File: src/hw/rtl/kbgp_pkg.sv
`default_nettype none
// ----------------------------------------------------------------------------
// kbgp_pkg: shared types and helpers for keyboard report to gamepad state
// Key map, event and stick map types, and the saturating stick step.
// ----------------------------------------------------------------------------
package kbgp_pkg;

    localparam int KEY_SLOTS    = 6;
    localparam int CODE_W       = 8;
    localparam int STICK_W      = 12;
    localparam int EVENTS       = 2 * KEY_SLOTS;
    localparam int EV_PER_STAGE = 4;
    localparam int COMP_STAGES  = (EVENTS + EV_PER_STAGE - 1) / EV_PER_STAGE;
    localparam int FRONT_STAGES = COMP_STAGES + 1;
    localparam int D_W          = $clog2(EVENTS * (2 ** STICK_W)) + 1;
    localparam int BTN_BYTES    = 3;
    localparam int BTN_W        = BTN_BYTES * 8;
    localparam int Q_DEPTH      = 4;
    localparam int Q_PTR_W      = $clog2(Q_DEPTH);
    localparam int Q_CNT_W      = $clog2(Q_DEPTH + 1);

    localparam logic [STICK_W-1:0] STICK_MAX   = '1;
    localparam logic [STICK_W-1:0] STICK_RESET = STICK_W'(2047);

    // hid usage codes
    localparam logic [CODE_W-1:0] KEY_CODE_Y     = 8'h1C;
    localparam logic [CODE_W-1:0] KEY_CODE_X     = 8'h1B;
    localparam logic [CODE_W-1:0] KEY_CODE_SPACE = 8'h2C;
    localparam logic [CODE_W-1:0] KEY_CODE_E     = 8'h08;
    localparam logic [CODE_W-1:0] KEY_CODE_R     = 8'h15;
    localparam logic [CODE_W-1:0] KEY_CODE_Z     = 8'h1D;
    localparam logic [CODE_W-1:0] KEY_CODE_P     = 8'h13;
    localparam logic [CODE_W-1:0] KEY_CODE_Q     = 8'h14;
    localparam logic [CODE_W-1:0] KEY_CODE_W     = 8'h1A;
    localparam logic [CODE_W-1:0] KEY_CODE_S     = 8'h16;
    localparam logic [CODE_W-1:0] KEY_CODE_A     = 8'h04;
    localparam logic [CODE_W-1:0] KEY_CODE_D     = 8'h07;
    localparam logic [CODE_W-1:0] KEY_CODE_NONE  = 8'h00;

    typedef enum logic [1:0] {
        GRP_BYTE0,
        GRP_BYTE1,
        GRP_BYTE2,
        GRP_STICK
    } key_grp_t;

    typedef struct packed {
        logic     hit;
        key_grp_t grp;
        logic [2:0] bitn;
        logic     vert;   // stick key moves the vertical axis
        logic     up;     // press increases the axis
    } key_info_t;

    // composite of a run of saturating moves: x -> clamp(x + d, lo, hi)
    typedef struct packed {
        logic [STICK_W-1:0]    lo;
        logic [STICK_W-1:0]    hi;
        logic signed [D_W-1:0] d;
    } axis_map_t;

    typedef struct packed {
        logic [EVENTS-1:0] mv;
        logic [EVENTS-1:0] up;
    } axis_ev_t;

    typedef struct packed {
        logic [BTN_W-1:0] set;
        logic [BTN_W-1:0] touch;
        axis_map_t        h;
        axis_map_t        v;
    } cmd_t;

    typedef struct packed {
        cmd_t     cmd;
        axis_ev_t ev_h;
        axis_ev_t ev_v;
    } front_st_t;

    function automatic key_info_t key_lookup(input logic [CODE_W-1:0] code);
        key_info_t k;
        k = '0;
        k.hit = 1'b1;
        unique case (code)
            KEY_CODE_Y:     begin k.grp = GRP_BYTE0; k.bitn = 3'd0; end
            KEY_CODE_X:     begin k.grp = GRP_BYTE0; k.bitn = 3'd1; end
            KEY_CODE_SPACE: begin k.grp = GRP_BYTE0; k.bitn = 3'd2; end
            KEY_CODE_E:     begin k.grp = GRP_BYTE0; k.bitn = 3'd3; end
            KEY_CODE_R:     begin k.grp = GRP_BYTE0; k.bitn = 3'd6; end
            KEY_CODE_Z:     begin k.grp = GRP_BYTE0; k.bitn = 3'd7; end
            KEY_CODE_P:     begin k.grp = GRP_BYTE1; k.bitn = 3'd1; end
            KEY_CODE_Q:     begin k.grp = GRP_BYTE2; k.bitn = 3'd7; end
            KEY_CODE_W:     begin k.grp = GRP_STICK; k.vert = 1'b1; k.up = 1'b1; end
            KEY_CODE_S:     begin k.grp = GRP_STICK; k.vert = 1'b1; k.up = 1'b0; end
            KEY_CODE_A:     begin k.grp = GRP_STICK; k.vert = 1'b0; k.up = 1'b0; end
            KEY_CODE_D:     begin k.grp = GRP_STICK; k.vert = 1'b0; k.up = 1'b1; end
            default:        k.hit = 1'b0;
        endcase
        return k;
    endfunction

    function automatic logic [STICK_W-1:0] sat_move(input logic [STICK_W-1:0] x,
                                                    input logic up,
                                                    input logic [STICK_W-1:0] s);
        logic [STICK_W:0] sum;
        logic [STICK_W-1:0] r;
        sum = {1'b0, x} + {1'b0, s};
        if (up)
        begin
            r = sum[STICK_W] ? STICK_MAX : sum[STICK_W-1:0];
        end
        else
        begin
            r = (s > x) ? '0 : x - s;
        end
        return r;
    endfunction

    // append one move to a composite map
    function automatic axis_map_t axis_step(input axis_map_t m, input logic up,
                                            input logic [STICK_W-1:0] s);
        axis_map_t r;
        logic signed [D_W-1:0] sx;
        sx   = signed'({{(D_W-STICK_W){1'b0}}, s});
        r.lo = sat_move(m.lo, up, s);
        r.hi = sat_move(m.hi, up, s);
        r.d  = up ? m.d + sx : m.d - sx;
        return r;
    endfunction

endpackage
`default_nettype wire

File: src/hw/rtl/kbgp_front.sv
`default_nettype none
// ----------------------------------------------------------------------------
// kbgp_front: report classification and stick move composition
// Finds presses and releases against the previous report, builds button
// masks, then folds the ordered stick moves into clamp maps over a pipeline.
// ----------------------------------------------------------------------------
module kbgp_front (
    input  wire logic                                             clk,
    input  wire logic                                             rst_n,
    input  wire logic                                             in_valid,
    output logic                                                  in_stall,
    input  wire logic [kbgp_pkg::KEY_SLOTS-1:0][kbgp_pkg::CODE_W-1:0] keys,
    input  wire logic [kbgp_pkg::STICK_W-1:0]                     stick_step,
    output logic                                                  push_valid,
    output kbgp_pkg::cmd_t                                        push_data,
    input  wire logic                                             push_ready
);
    import kbgp_pkg::*;

    logic [KEY_SLOTS-1:0][CODE_W-1:0] prev_reg;
    logic [FRONT_STAGES-1:0]          vld_reg;
    logic [FRONT_STAGES:0]            rdy;
    front_st_t                        st_reg  [FRONT_STAGES];
    front_st_t                        st_next [FRONT_STAGES];
    logic                             accept;

    always_comb
    begin
        rdy[FRONT_STAGES] = push_ready;
        for (int k = FRONT_STAGES - 1; k >= 0; k--)
        begin
            rdy[k] = !vld_reg[k] || rdy[k+1];
        end
    end

    assign in_stall   = !rdy[0];
    assign accept     = in_valid && rdy[0];
    assign push_valid = vld_reg[FRONT_STAGES-1];
    assign push_data  = st_reg[FRONT_STAGES-1].cmd;

    // classification: press of current slot first, then release of previous
    always_comb
    begin
        key_info_t ki;
        logic      in_prev;
        logic      in_cur;
        ki                  = '0;
        in_prev             = 1'b0;
        in_cur              = 1'b0;
        st_next[0]          = '0;
        st_next[0].cmd.h.hi = STICK_MAX;
        st_next[0].cmd.v.hi = STICK_MAX;
        for (int i = 0; i < KEY_SLOTS; i++)
        begin
            in_prev = 1'b0;
            in_cur  = 1'b0;
            for (int j = 0; j < KEY_SLOTS; j++)
            begin
                if (prev_reg[j] == keys[i])
                begin
                    in_prev = 1'b1;
                end
                if (keys[j] == prev_reg[i])
                begin
                    in_cur = 1'b1;
                end
            end
            if (keys[i] != KEY_CODE_NONE && !in_prev)
            begin
                ki = key_lookup(keys[i]);
                if (ki.hit && ki.grp == GRP_STICK)
                begin
                    if (ki.vert)
                    begin
                        st_next[0].ev_v.mv[2*i] = 1'b1;
                        st_next[0].ev_v.up[2*i] = ki.up;
                    end
                    else
                    begin
                        st_next[0].ev_h.mv[2*i] = 1'b1;
                        st_next[0].ev_h.up[2*i] = ki.up;
                    end
                end
                else if (ki.hit)
                begin
                    st_next[0].cmd.touch[{ki.grp, ki.bitn}] = 1'b1;
                    st_next[0].cmd.set[{ki.grp, ki.bitn}]   = 1'b1;
                end
            end
            if (prev_reg[i] != KEY_CODE_NONE && !in_cur)
            begin
                ki = key_lookup(prev_reg[i]);
                if (ki.hit && ki.grp == GRP_STICK)
                begin
                    if (ki.vert)
                    begin
                        st_next[0].ev_v.mv[2*i+1] = 1'b1;
                        st_next[0].ev_v.up[2*i+1] = !ki.up;
                    end
                    else
                    begin
                        st_next[0].ev_h.mv[2*i+1] = 1'b1;
                        st_next[0].ev_h.up[2*i+1] = !ki.up;
                    end
                end
                else if (ki.hit)
                begin
                    st_next[0].cmd.touch[{ki.grp, ki.bitn}] = 1'b1;
                end
            end
        end
    end

    always_ff @(posedge clk or negedge rst_n)
    begin
        if (!rst_n)
        begin
            prev_reg   <= '0;
            vld_reg[0] <= 1'b0;
        end
        else if (rdy[0])
        begin
            vld_reg[0] <= in_valid;
            if (in_valid)
            begin
                prev_reg <= keys;
            end
        end
    end

    always_ff @(posedge clk)
    begin
        if (accept)
        begin
            st_reg[0] <= st_next[0];
        end
    end

    // each stage folds a few moves into the running clamp maps
    for (genvar k = 1; k < FRONT_STAGES; k++)
    begin : g_comp
        always_comb
        begin
            front_st_t t;
            t = st_reg[k-1];
            for (int e = 0; e < EV_PER_STAGE; e++)
            begin
                if ((k - 1) * EV_PER_STAGE + e < EVENTS)
                begin
                    if (t.ev_h.mv[(k-1)*EV_PER_STAGE+e])
                    begin
                        t.cmd.h = axis_step(t.cmd.h, t.ev_h.up[(k-1)*EV_PER_STAGE+e],
                                            stick_step);
                    end
                    if (t.ev_v.mv[(k-1)*EV_PER_STAGE+e])
                    begin
                        t.cmd.v = axis_step(t.cmd.v, t.ev_v.up[(k-1)*EV_PER_STAGE+e],
                                            stick_step);
                    end
                end
            end
            st_next[k] = t;
        end

        always_ff @(posedge clk or negedge rst_n)
        begin
            if (!rst_n)
            begin
                vld_reg[k] <= 1'b0;
            end
            else if (rdy[k])
            begin
                vld_reg[k] <= vld_reg[k-1];
            end
        end

        always_ff @(posedge clk)
        begin
            if (rdy[k] && vld_reg[k-1])
            begin
                st_reg[k] <= st_next[k];
            end
        end
    end

endmodule
`default_nettype wire

File: config.mk
export PLATFORM = sky130hd
export DESIGN_NAME = kbgp_front
export DESIGN_NICKNAME = d
export VERILOG_FILES = /design/src/hw/rtl/kbgp_pkg.sv /design/src/hw/rtl/kbgp_front.sv
export SDC_FILE = /design/constraint.sdc
export NUM_CORES = 2
export LEC_CHECK = 0
export BUFFER_PORTS_ARGS = -buffer_cell sky130_fd_sc_hd__buf_2
export CORE_MARGIN = 5
export CORE_UTILIZATION = 50
export CTS_CLUSTER_SIZE = 16
export DETAILED_ROUTE_END_ITERATION = 10
export PLACE_DENSITY_LB_ADDON = 0.08
export SLEW_MARGIN = 5
export SYNTH_ARGS = -nofsm -noshare
export SYNTH_HDL_FRONTEND = slang
export SYNTH_SLANG_ARGS = --single-unit
File: constraint.sdc
create_clock -name clk -period 29 [get_ports clk]
set_clock_uncertainty 0.2 [all_clocks]
set_input_delay 5.8 -clock clk [delete_from_list [all_inputs] [get_ports clk]]
set_output_delay 5.8 -clock clk [all_outputs]
set_load 0.005 [all_outputs]
; After elaboration in Yosys (flattened, before gate mapping)
; Memories as Yosys holds them, arrays and structs flattened.
; Cells that the tools add are included.
; W data, S select, Z words.
[word_totals]
input_bits = 64
n_memories = 1
ram_bits = 712
output_inout_bits = 132
elab_cells = 1171
ff_bits = 52
[mem_list]
columns = name, depth, word_bits, rd, rd_clocked_by_memory_dff, write_ports, line
row1 = st_reg, 4, 178, 4, 0, 4, kbgp_front.sv:23  ; front_st_t st_reg [FRONT_STAGES];
[op_classes]
magnitude_cmp = 72
n_mux = 572
n_eq_ne = 228
bitwise_logic = 16
add_sub_neg = 144
reduce_logical = 128
[op_table]
columns = cell, n
row1 = $mux W12, 144
row2 = $mux W41, 24
row3 = $mux W48, 18
row4 = $eq A8 B5 Y1 const B, 96
row5 = $add A12 B12 Y13, 48
row6 = $eq A8 B8 Y1, 72
row7 = $gt A12 B12 Y1, 48
row8 = $sub A12 B12 Y12, 48
row9 = $mux W24, 18
row10 = $add A17 B13 Y17, 24
row11 = $mux W17, 24
row12 = $sub A17 B13 Y17, 24
row13 = $or A24 B24 Y24, 16
row14 = $mux W1, 260
row15 = $eq A8 B3 Y1 const B, 24
row16 = $pmux W3 S5, 12
row17 = $pmux W2 S3, 24
row18 = $reduce_or A12 Y1, 12
row19 = $eq A8 B4 Y1 const B, 12
row20 = $eq A8 B6 Y1 const B, 12
row21 = $reduce_bool A8 Y1, 12
row22 = $lt A5 B6 Y1 const B, 12
row23 = $demux W1 S5, 12
row24 = $ge A5 B1 Y1 const B, 12
row25 = other kinds (9), 152

; Longest topological paths before layout
[logic_depth]
depth_word = 61
depth_mapped = 50
depth_no_buf = 48

; Least setup slack after synthesis
; Ideal clock, no wire load.
[synth_path]
kind = input to register
startpoint = in stick_step[1] (netlist bit)
endpoint = mem st_reg[2][86] (netlist bit) (data pin)
required_time_ns = 28.546
t_arrival_ns = 16.494
setup_ns = 0.254
stages = 45
n_path_buf = 3
path_slack_ns = 12.051
cell_sequence = inv_1 > fa_1 > o21bai_1 > a21oi_1 > o21ai_0 > a31oi_1 > o31a_1 > clkbuf_1 > nand2_1 > a32oi_1 > inv_1 > ha_1 > clkbuf_1 > nor2b_1 > o21ai_1 > a21oi_1 > o41ai_1 > o21ai_1 > [... 9 more ...] > a2111oi_0 > or3_1 > o21ai_1 > a41oi_1 > clkbuf_1 > o221ai_1 > ha_1 > fa_1 > nand2b_1 > a21oi_1 > o21a_1 > o21ai_0 > a21oi_1 > a221o_1 > a21oi_1 > o21ai_0 > a221o_1 > o21a_1
[synth_lines]
columns = element, line
row1 = start: declaration, kbgp_front.sv:13  ; input wire logic [kbgp_pkg::STICK_W-1:0] stick_step,
row2 = end: declaration, kbgp_front.sv:23

==> results by group <==
Logic synthesis
  • Area leader, netlist: ha_1
  • Ys Warns: 0
  • Synthesized cell area: 106,000 um2
  • Netlist cell types: 112
  • Fraction of registers with async set/reset: 8.87%
  • Register bit count reported by yosys: 586
  • Largest cells by area after synthesis: ha_1 17%, edfxtp_1 15%, xnor2_1 8.9%
  • EDFF count, synth: 534
  • Ys flop type: edfxtp_1
  • Cell with the most instances after synthesis: ha_1
  • Sequential area share after synthesis: 16.3%
  • Synth Area per Inst: 7.86 um2
  • Post-synth top area share: 16.7%
  • Gate Count Post-Synth: 13,500
  • Synth top cells by count: 1,413 x ha_1, 1,376 x nor2_1, 1,072 x xnor2_1, 1,017 x a21oi_1, 762 x inv_1

Run
  • Max-Cap Viols: 0

Drt
  • # DRC: 0
  • ANT nets after route: 0
  • Pre-antenna DRT Iters: 7
  • Detailed-route via count: 104,000
  • Post-DR vias/cell: 6.44
  • Routed Wire Length: 381,000 um
  • Wire per inst: 23.6 um
  • 1st-iter DRT viols: 10,600

Setup path
  • Slowest CP cell: nor2_1
  • Critical path startpoint category: input port
  • CP most frequent cell: a21oi_1
  • Arr. time, crit path: 18,240 ps
  • CP max stage delay: 790 ps
  • Critical Path RT: 29,210 ps
  • Crit path kind: input port to flop
  • CP Capture Type: flop
  • CP Max Fanout: 29

CTS
  • Clock transition at the registers of the reported paths: 50 ps
  • Hold buffer count at cts: 0
  • Max clock buf depth: 3
  • Clock Sinks: 586
  • CTS buffer count: 73
  • TritonCTS clock tree: yes
  • Setup repair bufs after CTS: 0
  • Latest clock arrival within the worst-skew pair: 740 ps
  • H-tree Lvls: 3
  • Cts repair resizes: 0
  • Clk root buf: clkbuf_16

Floorplan
  • Die height: 471 um
  • Core ar.: 212,000 um2
  • Die W: 471 um
  • Initial core utilization: 50.1%
  • Num rows: 169
  • DIE AREA: 221,000 um2
  • I/O pins: 196

Global route
  • Aggregate global routing overflow: 0
  • GR Util met3: 4.21%
  • Initial antenna violation count: 11
  • Largest net degree at the start of global routing: 63
  • GRT met1 Usage: 46.4%
  • Number of global-route vias before repair: 97,000
  • GRT Total Usage: 32.5%
  • GRT met2 Usage: 50.1%
  • Most used routing layer: met2
  • Global-route wire length before repair: 575,000 um

STA
  • Slew HR: 20.7%
  • Final setup TNS: 0 ps
  • Minimum clock period: 18,030 ps
  • RSZ-0062 raised after global routing: false
  • Final setup viols: 0
  • Worst Tran Pin Value: 1160 ps
  • Final hold viol count: 0
  • Worst setup margin: 10,970 ps
  • WHS: 208 ps
  • Tcrit/Tclk final: 62.2%
  • Pins Over Slew Limit: 0
  • Max Clk Rate: 0.0555 GHz

Placed design
  • Placer's final routability congestion estimate: 0.980
  • Place WS: 10,740 ps
  • Detailed Place HPWL: 286,000 um
  • Placed instance area: 110,000 um2
  • Port Buffers: 195

Power
  • Peak supply drop: 0.118 mV
  • Power share of the clock group: 9.0%
  • Int Pwr: 5.30 mW
  • Pleak: 46.2 nW
  • Switch Pwr: 5.29 mW
  • Power Dens Cells: 94.5 nW/um2
  • Switching part of the total: 49.9%
  • Sequential power share: 13.0%
  • Logic pwr share: 78.0%

Finish
  • Design area: 112,000 um2
  • Layout cells sized above 1: 7.67%
  • # fillers: 19,900
  • Max FFs per register: 534
  • Layout net count: 14,900
  • Area growth syn-to-layout: 5.71%

Run status
  • Status: complete, no violations

Hold path
  • Hold Crit Class: flop to flop
==> area by class of cell <==
cell class / count / area (um2) / share of cell area (%)
clock inverters: 45 / 573 / 0.511
clock buffers: 85 / 1900 / 1.70
multi-input cells: 11400 / 83100 / 74.1
flip-flops and latches: 586 / 17300 / 15.5
well taps: 2821 / 3530 / 3.15
inverters: 788 / 3020 / 2.69
repair buffers: 402 / 2630 / 2.35
diodes: 5 / 12.5 / 0.0112
==> power groups by stage <==
stage / registers [mW] / clock network [mW] / logic, mW
2_1_floorplan: 1.32 / 0 / 6.36
3_3_place_gp: 1.38 / 0 / 7.93
3_5_place_dp: 1.39 / 0 / 8.06
4_1_cts: 1.37 / 0.983 / 8.12
5_1_grt: 1.39 / 1.01 / 9.10
6_report: 1.37 / 0.953 / 8.27
==> layout by cell type (no fill, tap or decap), types with 90 or more instances in the layout <==
| cell | synthesis | final |
|---|---|---|
| xnor2_1 | 1072 | 1072 |
| nand2b_1 | 231 | 231 |
| nor3_1 | 473 | 473 |
| o21ai_0 | 739 | 739 |
| o211ai_1 | 106 | 106 |
| fa_1 | 110 | 110 |
| o22ai_1 | 95 | 95 |
| nor2_1 | 1376 | 1374 |
| a21oi_1 | 1017 | 1017 |
| xor2_1 | 246 | 246 |
| mux2_2 | 272 | 272 |
| ha_1 | 1413 | 1412 |
| nand4_1 | 117 | 117 |
| buf_4 | 2 | 212 |
| a31oi_1 | 175 | 175 |
| o21a_1 | 191 | 191 |
| nor2b_1 | 310 | 308 |
| edfxtp_1 | 534 | 534 |
| buf_2 | 85 | 183 |
| o21bai_1 | 169 | 169 |
| a21o_1 | 228 | 228 |
| nand3_1 | 245 | 245 |
| nand2_1 | 688 | 687 |
| o31ai_1 | 104 | 104 |
| inv_1 | 762 | 760 |
| a211oi_1 | 127 | 127 |
| or3_1 | 182 | 182 |
| nor4_1 | 90 | 90 |
==> through the flow <==
step                utilization [%]  total power [mW]  instances
CTS                            53.0              10.5      16200
global placement               51.8              9.32      16000
detailed placement             51.8              9.44      16000
finish                         53.0              10.6      16200
floorplan                         -              7.69      13500
global route                   53.0              11.5      16200
==> cells by family (layout without fill, tap and decap cells) <==
family,Yosys count,after routing,share of synthesized area (%)
other,1,37,0.00354
flip-flops,586,586,16.3
AND/OR/NAND/NOR,4130,4130,19.0
multiplexers,328,328,3.42
adder cells (fa/ha/maj),1523,1523,18.7
XOR/XNOR,1323,1323,11.0
buffers and inverters,1511,1320,5.46
AO/OA/AOI/OAI,4097,4097,26.0
==> layer usage <==
metal | up-vias | share of wire (%)
met5 | - | 0.016
met4 | 10 | 4.0
met3 | 734 | 8.5
met2 | 4723 | 43
met1 | 49700 | 45
li1 | 48800 | -
==> worst max-delay path: cells and delay by family <==
kind	cells	cell delay (ps)
buf+inv	7	1750
compound gates	27	6780
fa+ha+maj	6	2120
simple gates	6	1690
==> worst paths after layout <==
path	startpoint	end	slack [ps]	cells past startpoint
max in group asynchronous	rst_n	prev_reg[9]	23010	2
min reg2reg	st_reg[2][147]	st_reg[3][147]	210	0
min in group asynchronous	rst_n	prev_reg[45]	5050	2
max reg2reg	st_reg[2][8]	st_reg[3][76]	16750	39
max	stick_step[0]	st_reg[3][76]	10970	46
min	st_reg[2][147]	st_reg[3][147]	210	0
No activity file was read; power rests on OpenSTA's default activity.
