### src/hw/rtl/kbgp_pkg.sv
`default_nettype none
// ----------------------------------------------------------------------------
// kbgp_pkg: shared types and helpers for keyboard report to gamepad state
// Key map, event and stick map types, and the saturating stick step.
// ----------------------------------------------------------------------------
package kbgp_pkg;

    localparam int KEY_SLOTS    = 6;
    localparam int CODE_W       = 8;
    localparam int STICK_W      = 12;
    localparam int EVENTS       = 2 * KEY_SLOTS;
    localparam int EV_PER_STAGE = 4;
    localparam int COMP_STAGES  = (EVENTS + EV_PER_STAGE - 1) / EV_PER_STAGE;
    localparam int FRONT_STAGES = COMP_STAGES + 1;
    localparam int D_W          = $clog2(EVENTS * (2 ** STICK_W)) + 1;
    localparam int BTN_BYTES    = 3;
    localparam int BTN_W        = BTN_BYTES * 8;
    localparam int Q_DEPTH      = 4;
    localparam int Q_PTR_W      = $clog2(Q_DEPTH);
    localparam int Q_CNT_W      = $clog2(Q_DEPTH + 1);

    localparam logic [STICK_W-1:0] STICK_MAX   = '1;
    localparam logic [STICK_W-1:0] STICK_RESET = STICK_W'(2047);

    // hid usage codes
    localparam logic [CODE_W-1:0] KEY_CODE_Y     = 8'h1C;
    localparam logic [CODE_W-1:0] KEY_CODE_X     = 8'h1B;
    localparam logic [CODE_W-1:0] KEY_CODE_SPACE = 8'h2C;
    localparam logic [CODE_W-1:0] KEY_CODE_E     = 8'h08;
    localparam logic [CODE_W-1:0] KEY_CODE_R     = 8'h15;
    localparam logic [CODE_W-1:0] KEY_CODE_Z     = 8'h1D;
    localparam logic [CODE_W-1:0] KEY_CODE_P     = 8'h13;
    localparam logic [CODE_W-1:0] KEY_CODE_Q     = 8'h14;
    localparam logic [CODE_W-1:0] KEY_CODE_W     = 8'h1A;
    localparam logic [CODE_W-1:0] KEY_CODE_S     = 8'h16;
    localparam logic [CODE_W-1:0] KEY_CODE_A     = 8'h04;
    localparam logic [CODE_W-1:0] KEY_CODE_D     = 8'h07;
    localparam logic [CODE_W-1:0] KEY_CODE_NONE  = 8'h00;

    typedef enum logic [1:0] {
        GRP_BYTE0,
        GRP_BYTE1,
        GRP_BYTE2,
        GRP_STICK
    } key_grp_t;

    typedef struct packed {
        logic     hit;
        key_grp_t grp;
        logic [2:0] bitn;
        logic     vert;   // stick key moves the vertical axis
        logic     up;     // press increases the axis
    } key_info_t;

    // composite of a run of saturating moves: x -> clamp(x + d, lo, hi)
    typedef struct packed {
        logic [STICK_W-1:0]    lo;
        logic [STICK_W-1:0]    hi;
        logic signed [D_W-1:0] d;
    } axis_map_t;

    typedef struct packed {
        logic [EVENTS-1:0] mv;
        logic [EVENTS-1:0] up;
    } axis_ev_t;

    typedef struct packed {
        logic [BTN_W-1:0] set;
        logic [BTN_W-1:0] touch;
        axis_map_t        h;
        axis_map_t        v;
    } cmd_t;

    typedef struct packed {
        cmd_t     cmd;
        axis_ev_t ev_h;
        axis_ev_t ev_v;
    } front_st_t;

    function automatic key_info_t key_lookup(input logic [CODE_W-1:0] code);
        key_info_t k;
        k = '0;
        k.hit = 1'b1;
        unique case (code)
            KEY_CODE_Y:     begin k.grp = GRP_BYTE0; k.bitn = 3'd0; end
            KEY_CODE_X:     begin k.grp = GRP_BYTE0; k.bitn = 3'd1; end
            KEY_CODE_SPACE: begin k.grp = GRP_BYTE0; k.bitn = 3'd2; end
            KEY_CODE_E:     begin k.grp = GRP_BYTE0; k.bitn = 3'd3; end
            KEY_CODE_R:     begin k.grp = GRP_BYTE0; k.bitn = 3'd6; end
            KEY_CODE_Z:     begin k.grp = GRP_BYTE0; k.bitn = 3'd7; end
            KEY_CODE_P:     begin k.grp = GRP_BYTE1; k.bitn = 3'd1; end
            KEY_CODE_Q:     begin k.grp = GRP_BYTE2; k.bitn = 3'd7; end
            KEY_CODE_W:     begin k.grp = GRP_STICK; k.vert = 1'b1; k.up = 1'b1; end
            KEY_CODE_S:     begin k.grp = GRP_STICK; k.vert = 1'b1; k.up = 1'b0; end
            KEY_CODE_A:     begin k.grp = GRP_STICK; k.vert = 1'b0; k.up = 1'b0; end
            KEY_CODE_D:     begin k.grp = GRP_STICK; k.vert = 1'b0; k.up = 1'b1; end
            default:        k.hit = 1'b0;
        endcase
        return k;
    endfunction

    function automatic logic [STICK_W-1:0] sat_move(input logic [STICK_W-1:0] x,
                                                    input logic up,
                                                    input logic [STICK_W-1:0] s);
        logic [STICK_W:0] sum;
        logic [STICK_W-1:0] r;
        sum = {1'b0, x} + {1'b0, s};
        if (up)
        begin
            r = sum[STICK_W] ? STICK_MAX : sum[STICK_W-1:0];
        end
        else
        begin
            r = (s > x) ? '0 : x - s;
        end
        return r;
    endfunction

    // append one move to a composite map
    function automatic axis_map_t axis_step(input axis_map_t m, input logic up,
                                            input logic [STICK_W-1:0] s);
        axis_map_t r;
        logic signed [D_W-1:0] sx;
        sx   = signed'({{(D_W-STICK_W){1'b0}}, s});
        r.lo = sat_move(m.lo, up, s);
        r.hi = sat_move(m.hi, up, s);
        r.d  = up ? m.d + sx : m.d - sx;
        return r;
    endfunction

endpackage
`default_nettype wire

### src/hw/rtl/kbgp_queue.sv
`default_nettype none
// ----------------------------------------------------------------------------
// kbgp_queue: short command queue between front and back
// Register based fifo that lets each side stall on its own.
// ----------------------------------------------------------------------------
module kbgp_queue (
    input  wire logic           clk,
    input  wire logic           rst_n,
    input  wire logic           push_valid,
    output logic                push_ready,
    input  wire kbgp_pkg::cmd_t push_data,
    output logic                pop_valid,
    input  wire logic           pop_ready,
    output kbgp_pkg::cmd_t      pop_data
);
    import kbgp_pkg::*;

    cmd_t               mem_reg [Q_DEPTH];
    logic [Q_PTR_W-1:0] wr_ptr_reg;
    logic [Q_PTR_W-1:0] rd_ptr_reg;
    logic [Q_CNT_W-1:0] cnt_reg;
    logic               do_push;
    logic               do_pop;

    assign push_ready = cnt_reg != Q_CNT_W'(Q_DEPTH);
    assign pop_valid  = cnt_reg != '0;
    assign pop_data   = mem_reg[rd_ptr_reg];
    assign do_push    = push_valid && push_ready;
    assign do_pop     = pop_valid && pop_ready;

    always_ff @(posedge clk or negedge rst_n)
    begin
        if (!rst_n)
        begin
            wr_ptr_reg <= '0;
            rd_ptr_reg <= '0;
            cnt_reg    <= '0;
        end
        else
        begin
            if (do_push)
            begin
                wr_ptr_reg <= (wr_ptr_reg == Q_PTR_W'(Q_DEPTH - 1)) ? '0 : wr_ptr_reg + 1'b1;
            end
            if (do_pop)
            begin
                rd_ptr_reg <= (rd_ptr_reg == Q_PTR_W'(Q_DEPTH - 1)) ? '0 : rd_ptr_reg + 1'b1;
            end
            if (do_push && !do_pop)
            begin
                cnt_reg <= cnt_reg + 1'b1;
            end
            else if (do_pop && !do_push)
            begin
                cnt_reg <= cnt_reg - 1'b1;
            end
        end
    end

    always_ff @(posedge clk)
    begin
        if (do_push)
        begin
            mem_reg[wr_ptr_reg] <= push_data;
        end
    end

endmodule
`default_nettype wire

### config.mk
export PLATFORM = sky130hd
export DESIGN_NAME = kbgp_queue
export DESIGN_NICKNAME = d
export VERILOG_FILES = /design/src/hw/rtl/kbgp_pkg.sv /design/src/hw/rtl/kbgp_queue.sv
export SDC_FILE = /design/constraint.sdc
export NUM_CORES = 1
export LEC_CHECK = 0
export BUFFER_PORTS_ARGS = -buffer_cell sky130_fd_sc_hd__buf_2
export CAP_MARGIN = 10
export CORE_ASPECT_RATIO = 1.5
export CORE_MARGIN = 10
export CORE_UTILIZATION = 43
export CTS_BUF_LIST = sky130_fd_sc_hd__clkbuf_2
export DETAILED_ROUTE_END_ITERATION = 10
export PLACE_DENSITY_LB_ADDON = 0.2
export SYNTH_ARGS = -nofsm -noshare
export SYNTH_HDL_FRONTEND = slang
export SYNTH_SLANG_ARGS = --single-unit
### constraint.sdc
create_clock -name clk -period 4.3 [get_ports clk]
set_input_delay 0.86 -clock clk [delete_from_list [all_inputs] [get_ports clk]]
set_output_delay 0.86 -clock clk [all_outputs]
set_load 0.01 [all_outputs]
Word level (Yosys, flattened, before mapping) --
Memories as Yosys holds them, arrays and structs flattened. Index checks and enable logic that the tools add are counted.
Operators by class: eq/ne operators 3, muxes and demuxes 6, add/subtract/negate cells 4, reductions and logical operators 8
Operator list (number):
- 3-bit 2-to-1 mux | 2
- 2-bit by 1-bit adder with 2-bit output, second input constant | 2
- 2-bit == test, second input constant | 2
- 1-bit logical AND | 4
- 2-bit 2-to-1 mux | 2
- 3-bit by 1-bit adder with 3-bit output, second input constant | 1
- 3-bit != test, second input constant | 1
- 3-bit nonzero test | 1
- 3-bit by 1-bit subtractor with 3-bit output, second input constant | 1
- 1-bit logical NOT | 2
- 1-bit 2-to-1 mux | 2
- 2-bit nonzero test | 1
Storage, ports and cells: memories kept 1, bits in registers 7, RAM bits 520, word-level logic and storage cells 25, input port bits 134, output and inout bits 132
Memories:
- mem_reg | depth 4, width 130, rd ports 1, clocked after Yosys merged registers in 0, wr ports 1, line kbgp_queue.sv:18 | cmd_t mem_reg [Q_DEPTH];

Logic depth before layout (Yosys ltp) --
Gate-level depths: netlist (run 1).
depth in word-level cells 6, gate-level depth with buffers 8, depth with buffers taken out 8

Least setup slack after synthesis (run 1) --
OpenSTA, ideal clock, no wires.
path kind input-to-reg, start input port push_valid, end memory mem_reg[3][0] (netlist name), enable pin, library setup time 431 ps, required time 3869 ps, setup slack 1380 ps, arrival time 2489 ps, stages 1, buffers on the path 0, cells stage by stage and3_2
On the way: cells in the longest elaborated chain, start to end 3
Ends and longest elaborated chain:
- start, declared | line kbgp_queue.sv:9 | input wire logic push_valid,
- 1-bit logical AND | line kbgp_queue.sv:28 | assign do_push = push_valid && push_ready;
- 1-bit 2-to-1 mux | line kbgp_queue.sv:62 | if (do_push)
- 1-bit 2-to-1 mux (implied by the code) | line kbgp_queue.sv:64 | mem_reg[wr_ptr_reg] <= push_data;
- end, declared | line kbgp_queue.sv:18
Every way passes these cells.

==> results.md, run 1 <==
- Post-synthesis mux area share: 15.6%
- # nets final: 1358
- Tmin final: 3.73 ns
- Post-Syn Nets: 857
- Initial DRT Pass Iterations: 4
- Synth Area in XOR/XNOR: 0.137%
- Post-synthesis cell type with the largest combined area: edfxtp_1
- Logic pwr share: 31.8%
- Critical setup path kind: flop to output port
- H-tree depth: 3
- Switching part of the total: 31.9%
- CTS sink cnt: 527
- RSZ-0062 raised after global routing: no
- Max FFs per register: 520
- CTS resizes: 0
- Post-Syn Area: 0.0192 sq mm
- Total Power: 14900 uW
- Relative slew slack: 44.0%
- Register area: 0.0158 sq mm
- Max-Cap Viols: 0
- Synth top area cells: edfxtp_1 (81%), mux4_2 (15%), dfrtp_1 (0.91%)
- Largest family of logic cells by synthesized area: multiplexers
- Total Wirelength: 41.0 mm
- I/O Buffers: 265
- First-pass GRT wire length: 63.1 mm
- Async set-reset flop share out of synthesis: 1.33%
- Maximum clock rate: 0.268 GHz
- Mapped Cells: 716
- Slew @ Worst Pin: 0.840 ns
- Layout cell share with drive strength beyond 1: 46.0%
- Initial Util: 43.6%
- IR drop worst, VDD: 0.343 mV
- Simple-Gate Fraction of Synth Area: 0.378%
- Flop2flop setup slack: 1.98 ns
- Drt drc: 0
- Die Span X: 192 um
- Final setup fails: 0
- Synth Area in Compound Gates: 0%
- Sum Neg Setup Slack: 0 ns
- CTS Buf Count: 118
- Post-detail-place hpwl: 24.4 mm
- PwrDens: 627 mW/mm^2
- Largest net degree at the start of global routing: 79
- Clock Skew: 0.106 ns
- Crit. End Element: output port
- Fin. max-slew vios: 0
- Status: finished, final reports clean
- Footprint of the multi-input gates: 0.00320 sq mm
- Via density: 4.98
- Hold crit path type: primary input to asynchronous set/reset pin
- Routability cong.: 0.714
- CTS tree: done
- Top FF cell, synth: edfxtp_1
- Most common cell in the synthesized netlist: edfxtp_1
- Starting DRT DRC Count: 381
- CP arrival: 2.87 ns
- Unique masters post-synth: 19
- GR Overflow Total: 0
- # fillers: 3530
- Yosys reg bits: 527
- Final Cycle Share: 86.7%
- Die H: 279 um
- Sw power: 4760 uW
- Vias in the first global route: 10837
- Clk buf depth: 3
- Worst path slowest cell: dfrtp_4
- Crit Reg-Reg Startpoint: cnt_reg[1]$_DFFE_PN0P_
- Chain of cells forming the critical path: buf_12 > mux4_2 > buf_2
- Leak: 0.00833 uW
- Top cell type's share of synthesized area: 81.4%
- WP data required: 3.44 ns
- Post-synth EDFFs: 520
- CTS clk-pin slew, worst paths: 0.10 ns
- Synth Area in Adders: 0.496%
- Initial antenna violation count: 5
- Worst setup SP type: flop
- Area growth from synthesis to layout: 23.7%
- Worst-path maximum fanout: 51
- DIE AREA: 0.0536 sq mm
- Site row count: 94
- # IOs: 266
- Seq pwr share: 47.7%
- GRT Overall Usage: 15.5%
- Core Region: 0.0440 sq mm
- Register area share after synthesis: 82.3%
- Wirelength per Cell: 21.6 um
- Final ANT Viol Nets: 0
- Avg Inst Size Synth: 26.8 sq um
- Via count: 9431
- Max stage delay on crit path: 0.70 ns
- Most frequent cells after synthesis: edfxtp_1 (520), mux4_2 (130), buf_2 (16)
- Yosys warning count: 0
- Worst R2R Path Depth: 8
- Final hold violation count: 0
- CTS root buffer: clkbuf_2
- Internal power: 10100 uW
- Clk pwr share: 20.5%
- RR Endpoint: cnt_reg[2]$_DFFE_PN0P_
- Clock Latency Late Sink: 1.05 ns
-- power groups by stage --
stage          clock network [uW]  registers, uW  logic [uW]
3_3_place_gp                    0           7210        4820
6_report                     3050           7110        4730
3_5_place_dp                    0           7260        4810
4_1_cts                      3210           7140        4930
5_1_grt                      3480           7220        5150
2_1_floorplan                   0           7070        3030
-- cells by family after synthesis --
group	Yosys count
DFF	527
and+or+nand+nor	11
muxes	135
buffers and inverters	33
adders and majority gates	7
xor gates and xnor gates	3
-- placed cells by master, fill, tap and decap left out, drive strengths merged, types with 3 or more instances in the layout --
cell / instances
and3: 4
buf: 280
clkbuf: 164
clkinv: 47
dfrtp: 7
diode: 5
dlygate4sd3: 131
edfxtp: 520
ha: 6
inv: 6
mux2: 5
mux4: 130
nor2: 3
-- worst max path at each step --
stage,start,endpoint,cells past startpoint
after CTS,rd_ptr_reg[0]$_DFFE_PN0P_,pop_data[91],3
after global routing,rd_ptr_reg[0]$_DFFE_PN0P_,pop_data[91],3
after floorplan,push_valid,mem_reg[3][0]$_DFFE_PP_,1
after detailed placement,rd_ptr_reg[0]$_DFFE_PN0P_,pop_data[91],3
final,rd_ptr_reg[0]$_DFFE_PN0P_,pop_data[104],3
after global placement,rd_ptr_reg[0]$_DFFE_PN0P_,pop_data[129],3
-- layer usage --
| layer | global-route usage, % | vias up | routed length [um] | part of all wire, % |
|---|---|---|---|---|
| met1 | 17.9 | 4883 | 15700 | 38 |
| met2 | 26.7 | 265 | 22000 | 54 |
| met4 | 6.12 | 2 | 849 | 2.1 |
| met3 | 4.53 | 67 | 2490 | 6.1 |
| li1 | - | 4214 | - | - |
| met5 | 0 | - | 10 | 0.024 |
-- metrics by stage --
stage          setup WS [ns]  instance area, sq um  cells  utilization [%]  hold WS (ns)
2_1_floorplan           1.38                 19200    716                -         0.447
3_3_place_gp            1.50                 21300   1542             48.4         0.465
3_5_place_dp            1.50                 21300   1542             48.4         0.465
4_1_cts                0.356                 23700   1890             53.9        0.0345
5_1_grt                0.266                 23700   1895             54.0        0.0482
6_report               0.571                 23700   1895             54.0         0.202
-- worst max-delay path, delay by kind of cell (launching register included) --
family                 cells  cell delay, ns
flip-flops                 1            0.70
multiplexers               1            0.58
buffers and inverters      2            0.58
-- timing repair --
action,CTS,global route
hold endpoints to repair,527,0
setup buffers,0,0
hold buffers,131,0
-- area by class of cell --
type	instances	area share (%)
multi-input combinational	156	13.5
tap	576	3.04
inverter	3	0.0474
antenna	5	0.0527
sequential	527	66.6
timing repair buffer	411	12.2
clock buffer	164	3.46
clock inverter	53	1.20
(Power assumes the default switching activity.)
==> inputs of run 2 (changes only) <==
ABC_AREA = 1   (was unset)
==> run 2 against run 1 <==
  * Routed wire length is 17% higher
  * Sequential share of layout area decreased by 4.5 points
  * Cell area is 7.2% higher
  * Register-to-register slack improved by 0.04 ns
  * Non-clock buffer count up 13
  * Clock skew fell by 0.048 ns
  * Global-route usage is 0.85 points higher
  * Critical path type unchanged
==> results.md, run 2 <==
- Clock Latency Late Sink: 1.08 ns (was 1.05 ns)
- Unique masters post-synth: 17 (was 19)
- Most frequent cells after synthesis: edfxtp_1 (520), nand2_1 (405), inv_1 (273) (was edfxtp_1 (520), mux4_2 (130), buf_2 (16))
- Flop2flop setup slack: 2.02 ns (was 1.98 ns)
- Post-Syn Nets: 1717 (was 857)
- Drt drc: 0 (unchanged)
- Final setup fails: 0 (unchanged)
- Synth top area cells: edfxtp_1 (74%), o211ai_1 (9.2%), nand2_1 (7.2%) (was edfxtp_1 (81%), mux4_2 (15%), dfrtp_1 (0.91%))
- CTS resizes: 0 (unchanged)
- Commonest non-fill, non-tap cell in the layout: edfxtp_1 (unchanged)
- CTS sink cnt: 527 (unchanged)
- CTS root buffer: clkbuf_2 (unchanged)
- CTS Buf Count: 118 (unchanged)
- Largest net degree at the start of global routing: 87 (was 79)
- Routability cong.: 0.734 (was 0.714)
- CTS tree: done (unchanged)
- Top cell type's share of synthesized area: 73.6% (was 81.4%)
- Post-synth EDFFs: 520 (unchanged)
- # IOs: 266 (unchanged)
- Post-synthesis cell type with the largest combined area: edfxtp_1 (unchanged)
- First-pass GRT wire length: 76.1 mm (was 63.1 mm)
- Via density: 4.76 (was 4.98)
- PwrDens: 619 mW/mm^2 (was 627 mW/mm^2)
- Most common cell in the synthesized netlist: edfxtp_1 (unchanged)
- Worst slack at placement: 1.52 ns (was 1.50 ns)
- Avg Inst Size Synth: 13.5 sq um (was 26.8 sq um)
- Design area: 0.0254 sq mm (was 0.0237 sq mm)
- Clock Skew: 0.0583 ns (was 0.106 ns)
- Total Wirelength: 47.9 mm (was 41.0 mm)
- Register area share after synthesis: 74.4% (was 82.3%)
- WP data required: 3.44 ns (about the same)
- Maximum clock rate: 0.261 GHz (was 0.268 GHz)
- Die Span X: 201 um (was 192 um)
- Vias in the first global route: 14129 (was 10837)
- GR Overflow Total: 0 (unchanged)
- Max-Cap Viols: 0 (unchanged)
- Post-detail-place hpwl: 28.4 mm (was 24.4 mm)
- Via count: 13273 (was 9431)
- Area growth from synthesis to layout: 19.9% (was 23.7%)
- # fillers: 4180 (was 3530)
- Fin. max-slew vios: 0 (unchanged)
- Layout cell share with drive strength beyond 1: 22.7% (was 46.0%)
- Post-Syn Area: 0.0212 sq mm (was 0.0192 sq mm)
- RSZ-0062 raised after global routing: no (unchanged)
- Hold crit path type: primary input to flop (was primary input to asynchronous set/reset pin)
- Final hold violation count: 0 (unchanged)
- Top FF cell, synth: edfxtp_1 (unchanged)
- IR drop worst, VDD: 0.387 mV (was 0.343 mV)
- Leak: 0.0103 uW (was 0.00833 uW)
- Worst Slack Setup Final: 0.475 ns (was 0.571 ns)
- Initial antenna violation count: 6 (was 5)
- Die H: 292 um (was 279 um)
- # nets final: 2174 (was 1358)
- Site row count: 99 (was 94)
- Wirelength per Cell: 17.2 um (was 21.6 um)
- Worst-path maximum fanout: 64 (was 51)
- Relative slew slack: 40.0% (was 44.0%)
- Yosys warning count: 0 (unchanged)
- I/O Buffers: 265 (unchanged)
- Initial Util: 43.6% (about the same)
- Placed Area: 0.0230 sq mm (was 0.0213 sq mm)
- H-tree depth: 3 (unchanged)
- Slew @ Worst Pin: 0.900 ns (was 0.840 ns)
- Post-CTS Repair Setup Buffers: 0 (unchanged)
- Most frequent cells in the layout: edfxtp_1 (520), nand2_1 (405), inv_1 (273), buf_2 (265), o211ai_1 (260) (was edfxtp_1 (520), buf_2 (265), clkbuf_2 (164), dlygate4sd3_1 (131), mux4_2 (130))
- Async set-reset flop share out of synthesis: 1.33% (unchanged)
- Final Cycle Share: 88.9% (was 86.7%)
- Critical setup path kind: flop to output port (unchanged)
- Worst setup SP type: flop (unchanged)
- Starting DRT DRC Count: 571 (was 381)
- Initial DRT Pass Iterations: 4 (unchanged)
- Core Region: 0.0487 sq mm (was 0.0440 sq mm)
- Yosys reg bits: 527 (unchanged)
- Tmin final: 3.82 ns (was 3.73 ns)
- Crit. End Element: output port (unchanged)
- CTS clk-pin slew, worst paths: 0.11 ns (was 0.10 ns)
- Status: finished, final reports clean (unchanged)
- DIE AREA: 0.0588 sq mm (was 0.0536 sq mm)
- Max FFs per register: 520 (unchanged)
- CP arrival: 2.96 ns (was 2.87 ns)
- Mapped Cells: 1576 (was 716)
- Clk buf depth: 3 (unchanged)
- GRT Overall Usage: 16.4% (was 15.5%)
- Final ANT Viol Nets: 0 (unchanged)
[run 2: cell count changes after synthesis, moves of 12 or more]
| cell | previous run | this run |
|---|---|---|
| buf_4 | 0 | 12 |
| o211ai_1 | 0 | 260 |
| nand2_1 | 1 | 405 |
| buf_6 | 9 | 46 |
| mux4_2 | 130 | 0 |
| inv_1 | 3 | 273 |
[run 2: kinds of logic after synthesis]
kind of cell               after synthesis  synth area share (%)
DFF                                    527                  74.4
and+or+nand+nor                        419                  7.47
buffers and inverters                  361                  8.38
AOI/OAI and AO/OA                      261                  9.23
adders and majority gates                7                 0.448
xor gates and xnor gates                 1                0.0413
[run 2: path summary, 6_finish.rpt]
check	from	end	cells after the start
min reg2reg	cnt_reg[2]$_DFFE_PN0P_	cnt_reg[2]$_DFFE_PN0P_	2
max	rd_ptr_reg[0]$_DFFE_PN0P_	pop_data[15]	5
max reg2reg	cnt_reg[0]$_DFFE_PN0P_	mem_reg[1][33]$_DFFE_PP_	5
min in group asynchronous	rst_n	cnt_reg[2]$_DFFE_PN0P_	3
min	push_data[77]	mem_reg[0][77]$_DFFE_PP_	2
max in group asynchronous	rst_n	rd_ptr_reg[0]$_DFFE_PN0P_	3
[run 2: final cells by class]
| cell class | instances | area [sq um] | area share (%) |
|---|---|---|---|
| flip-flops and latches | 527 | 15800 | 62.1 |
| well taps | 656 | 821 | 3.23 |
| repair buffers | 424 | 3030 | 11.9 |
| multi-input cells | 688 | 3670 | 14.4 |
| diodes | 4 | 10.0 | 0.0393 |
| inverters | 274 | 1030 | 4.05 |
| clock buffers | 178 | 891 | 3.50 |
| clock inverters | 37 | 183 | 0.718 |
[run 2: per-layer routing]
metal  vias up  wire [um]  GRT usage [%]
met3        74       2590           4.15
li1       6483          -              -
met2       336      25200           29.5
met1      6376      19200           18.2
met5         -         26              0
met4         4        899           6.32
[run 2: power breakdown]
| part | total (uW) | switching, uW | internal [uW] | leakage (uW) |
|---|---|---|---|---|
| Clock | 3010 | 1840 | 1170 | 0.000822 |
| Combinational | 5630 | 3680 | 1950 | 0.00460 |
| Sequential | 7120 | 392 | 6720 | 0.00485 |
[run 2: critical path: stages (launching register included)]
cell	delay, ns
dfrtp_4	1.02
buf_4	0.44
nand2_1	0.10
o211ai_1	0.08
nand2_1	0.10
buf_2	0.15
[run 2: through the flow]
stage,hold slack (ns),TNS [ns],power (uW),util (%),instances
final,0.518,0,15800,52.3,2788
after global placement,0.499,0,12800,47.3,2435
after CTS,0.276,0,16100,52.2,2784
after floorplan,0.463,-300.54,11000,-,1576
after detailed placement,0.497,0,13000,47.3,2435
after global routing,0.323,0,16900,52.2,2786
[run 2: timing repair]
action | 4_1_cts | 5_1_grt
endpoints found under the setup margin | 0 | 0
endpoints found under the hold margin | 531 | 0
hold buffers | 134 | 0
==> inputs of run 3 (changes only) <==
CTS_BUF_LIST = sky130_fd_sc_hd__clkbuf_4 sky130_fd_sc_hd__clkbuf_8   (was sky130_fd_sc_hd__clkbuf_2)
TNS_END_PERCENT = 5   (was unset)
==> run 3 against run 2 <==
  * Total power grew 5.1%
  * Clock power up 30%
  * Core utilization shrank 1.8 points
  * Register-to-register slack worse by 0.02 ns
  * Worst setup slack better by 0.43 ns
  * First-iteration DRC count decreased by 9.8%
  * Cell area is 3.5% lower
  * Non-clock buffer count fell by 133
  * Maximum frequency up 13%
  * Clock-buffer cell count decreased by 78
  * Critical path depth is the same
  * Critical path type unchanged
==> results.md, run 3 (synthesis gave the netlist of run 2 again) <==
- Worst-path maximum fanout: 64 (unchanged)
- PwrDens: 675 mW/mm^2 (was 619 mW/mm^2)
- Largest net degree at the start of global routing: 87 (unchanged)
- Post-CTS Repair Setup Buffers: 0 (unchanged)
- RSZ-0062 raised after global routing: no (unchanged)
- Total Power: 16600 uW (was 15800 uW)
- CTS tree: done (unchanged)
- Clock Latency Late Sink: 0.64 ns (was 1.08 ns)
- Worst path slowest cell: dfrtp_4 (unchanged)
- Placed cell count: 2435 (unchanged)
- Hold crit path type: primary input to flop (unchanged)
- DIE AREA: 0.0588 sq mm (unchanged)
- Starting DRT DRC Count: 515 (was 571)
- Cells on Worst Hold Path: 1 (was 2)
- Critical path buffer and inverter count: 2 (unchanged)
- Tmin final: 3.40 ns (was 3.82 ns)
- CTS resizes: 0 (unchanged)
- CTS clk-pin slew, worst paths: 0.06 ns (was 0.11 ns)
- CTS Buf Count: 81 (was 118)
- Final Cycle Share: 79.0% (was 88.9%)
- Vias in the first global route: 13148 (was 14129)
- Clk buf depth: 3 (unchanged)
- Core Region: 0.0487 sq mm (unchanged)
- Maximum clock rate: 0.295 GHz (was 0.261 GHz)
- Fin. max-slew vios: 0 (unchanged)
- Worst R2R Path Depth: 5 (unchanged)
- H-tree depth: 3 (unchanged)
- Cell family with most CP delay: flip-flops (unchanged)
- Via count: 12526 (was 13273)
- Final hold violation count: 0 (unchanged)
- Drt drc: 0 (unchanged)
- Initial Util: 43.6% (unchanged)
- Area growth from synthesis to layout: 15.7% (was 19.9%)
- Routability cong.: 0.734 (unchanged)
- Post-detail-place hpwl: 28.4 mm (unchanged)
- # fillers: 4179 (was 4180)
- Post-Layout Cell Count: 2583 (was 2788)
- Max-Cap Viols: 0 (unchanged)
- Clock Skew: 0.0178 ns (was 0.0583 ns)
- Chain of cells forming the critical path: buf_4 > nand2_1 > o211ai_1 > nand2_1 > buf_2 (unchanged)
- Initial DRT Pass Iterations: 5 (was 4)
- Flop2flop setup slack: 2.00 ns (was 2.02 ns)
- Die Span X: 201 um (unchanged)
- First-pass GRT wire length: 73.6 mm (was 76.1 mm)
- Wirelength per Cell: 18.2 um (was 17.2 um)
- Slew @ Worst Pin: 0.897 ns (was 0.900 ns)
- IR drop worst, VDD: 0.409 mV (was 0.387 mV)
- GRT Overall Usage: 16.0% (was 16.4%)
- # nets final: 2004 (was 2174)
- Leak: 0.00966 uW (was 0.0103 uW)
- Final setup fails: 0 (unchanged)
- Relative slew slack: 40.2% (was 40.0%)
- Total Wirelength: 47.1 mm (was 47.9 mm)
- WP data required: 3.44 ns (about the same)
- CTS root buffer: clkbuf_8 (was clkbuf_2)
- Initial antenna violation count: 7 (was 6)
- Via density: 4.85 (was 4.76)
- Most frequent cells in the layout: edfxtp_1 (520), nand2_1 (405), inv_1 (273), buf_2 (265), o211ai_1 (260) (unchanged)
- I/O Buffers: 265 (unchanged)
- Site row count: 99 (unchanged)
- Crit. End Element: output port (unchanged)
- Hold path start: push_data[3] (was push_data[77])
- Hold EP: mem_reg[2][3]$_DFFE_PP_ (was mem_reg[0][77]$_DFFE_PP_)
- Crit path top cell by count: nand2_1 (unchanged)
- GR Overflow Total: 0 (unchanged)
- Die H: 292 um (unchanged)
- # IOs: 266 (unchanged)
- Design area: 0.0245 sq mm (was 0.0254 sq mm)
- Worst setup SP type: flop (unchanged)
- Commonest non-fill, non-tap cell in the layout: edfxtp_1 (unchanged)
- Final Core Density: 50.4% (was 52.3%)
- Crit Reg-Reg Startpoint: cnt_reg[0]$_DFFE_PN0P_ (unchanged)
- Status: finished, final reports clean (unchanged)
- Max stage delay on crit path: 1.00 ns (was 1.02 ns)
- CP arrival: 2.54 ns (was 2.96 ns)
- Layout cell share with drive strength beyond 1: 21.6% (was 22.7%)
- Max FFs per register: 520 (unchanged)
- Final ANT Viol Nets: 0 (unchanged)
- RR Endpoint: mem_reg[1][86]$_DFFE_PP_ (was mem_reg[1][33]$_DFFE_PP_)
- Placed Area: 0.0230 sq mm (unchanged)
- Critical setup path kind: flop to output port (unchanged)
- CTS sink cnt: 527 (unchanged)
-- run 3: layout make-up --
cell class	count	area, sq um	area share, %
inverters	274	1030	4.20
diodes	2	5.00	0.0204
clock inverters	45	259	1.06
well taps	656	821	3.34
repair buffers	291	1700	6.92
clock buffers	100	1260	5.12
flip-flops and latches	527	15800	64.4
multi-input cells	688	3670	15.0
-- run 3: power by group --
| group | internal, uW | total (uW) | switching (uW) |
|---|---|---|---|
| combinational | 1870 | 5510 | 3640 |
| clock | 2050 | 3910 | 1860 |
| sequential | 6740 | 7130 | 391 |
-- run 3: timing repair --
| action | CTS | global route |
|---|---|---|
| endpoints found under the setup margin | 0 | 0 |
| hold buffers | 1 | 0 |
| endpoints found under the hold margin | 7 | 0 |
-- run 3: per-layer routing --
layer / routed length (um) / global-route usage (%) / up-vias
met5: 46 / 0 / -
met4: 1170 / 7.02 / 8
met3: 2770 / 4.12 / 79
met2: 24400 / 28.3 / 309
met1: 18800 / 17.9 / 6060
li1: - / - / 6070
-- run 3: stage by stage --
stage / hold WS (ns) / setup WS (ns) / TNS, ns
finish: 0.431 / 0.905 / 0
global route: 0.378 / 0.688 / 0
CTS: 0.355 / 0.789 / 0
detailed placement: 0.497 / 1.52 / 0
global placement: 0.499 / 1.52 / 0
floorplan: 0.463 / -0.578 / -300.54
-- run 3: worst max-delay path by stage --
stage / cells after the start / start / slack [ns] / to
after floorplan: 2 / push_valid / -0.58 / mem_reg[0][0]$_DFFE_PP_
after global placement: 5 / rd_ptr_reg[0]$_DFFE_PN0P_ / 1.52 / pop_data[15]
after detailed placement: 5 / rd_ptr_reg[0]$_DFFE_PN0P_ / 1.52 / pop_data[15]
after CTS: 5 / rd_ptr_reg[0]$_DFFE_PN0P_ / 0.79 / pop_data[15]
after global routing: 5 / rd_ptr_reg[0]$_DFFE_PN0P_ / 0.69 / pop_data[25]
final: 5 / rd_ptr_reg[0]$_DFFE_PN0P_ / 0.90 / pop_data[15]
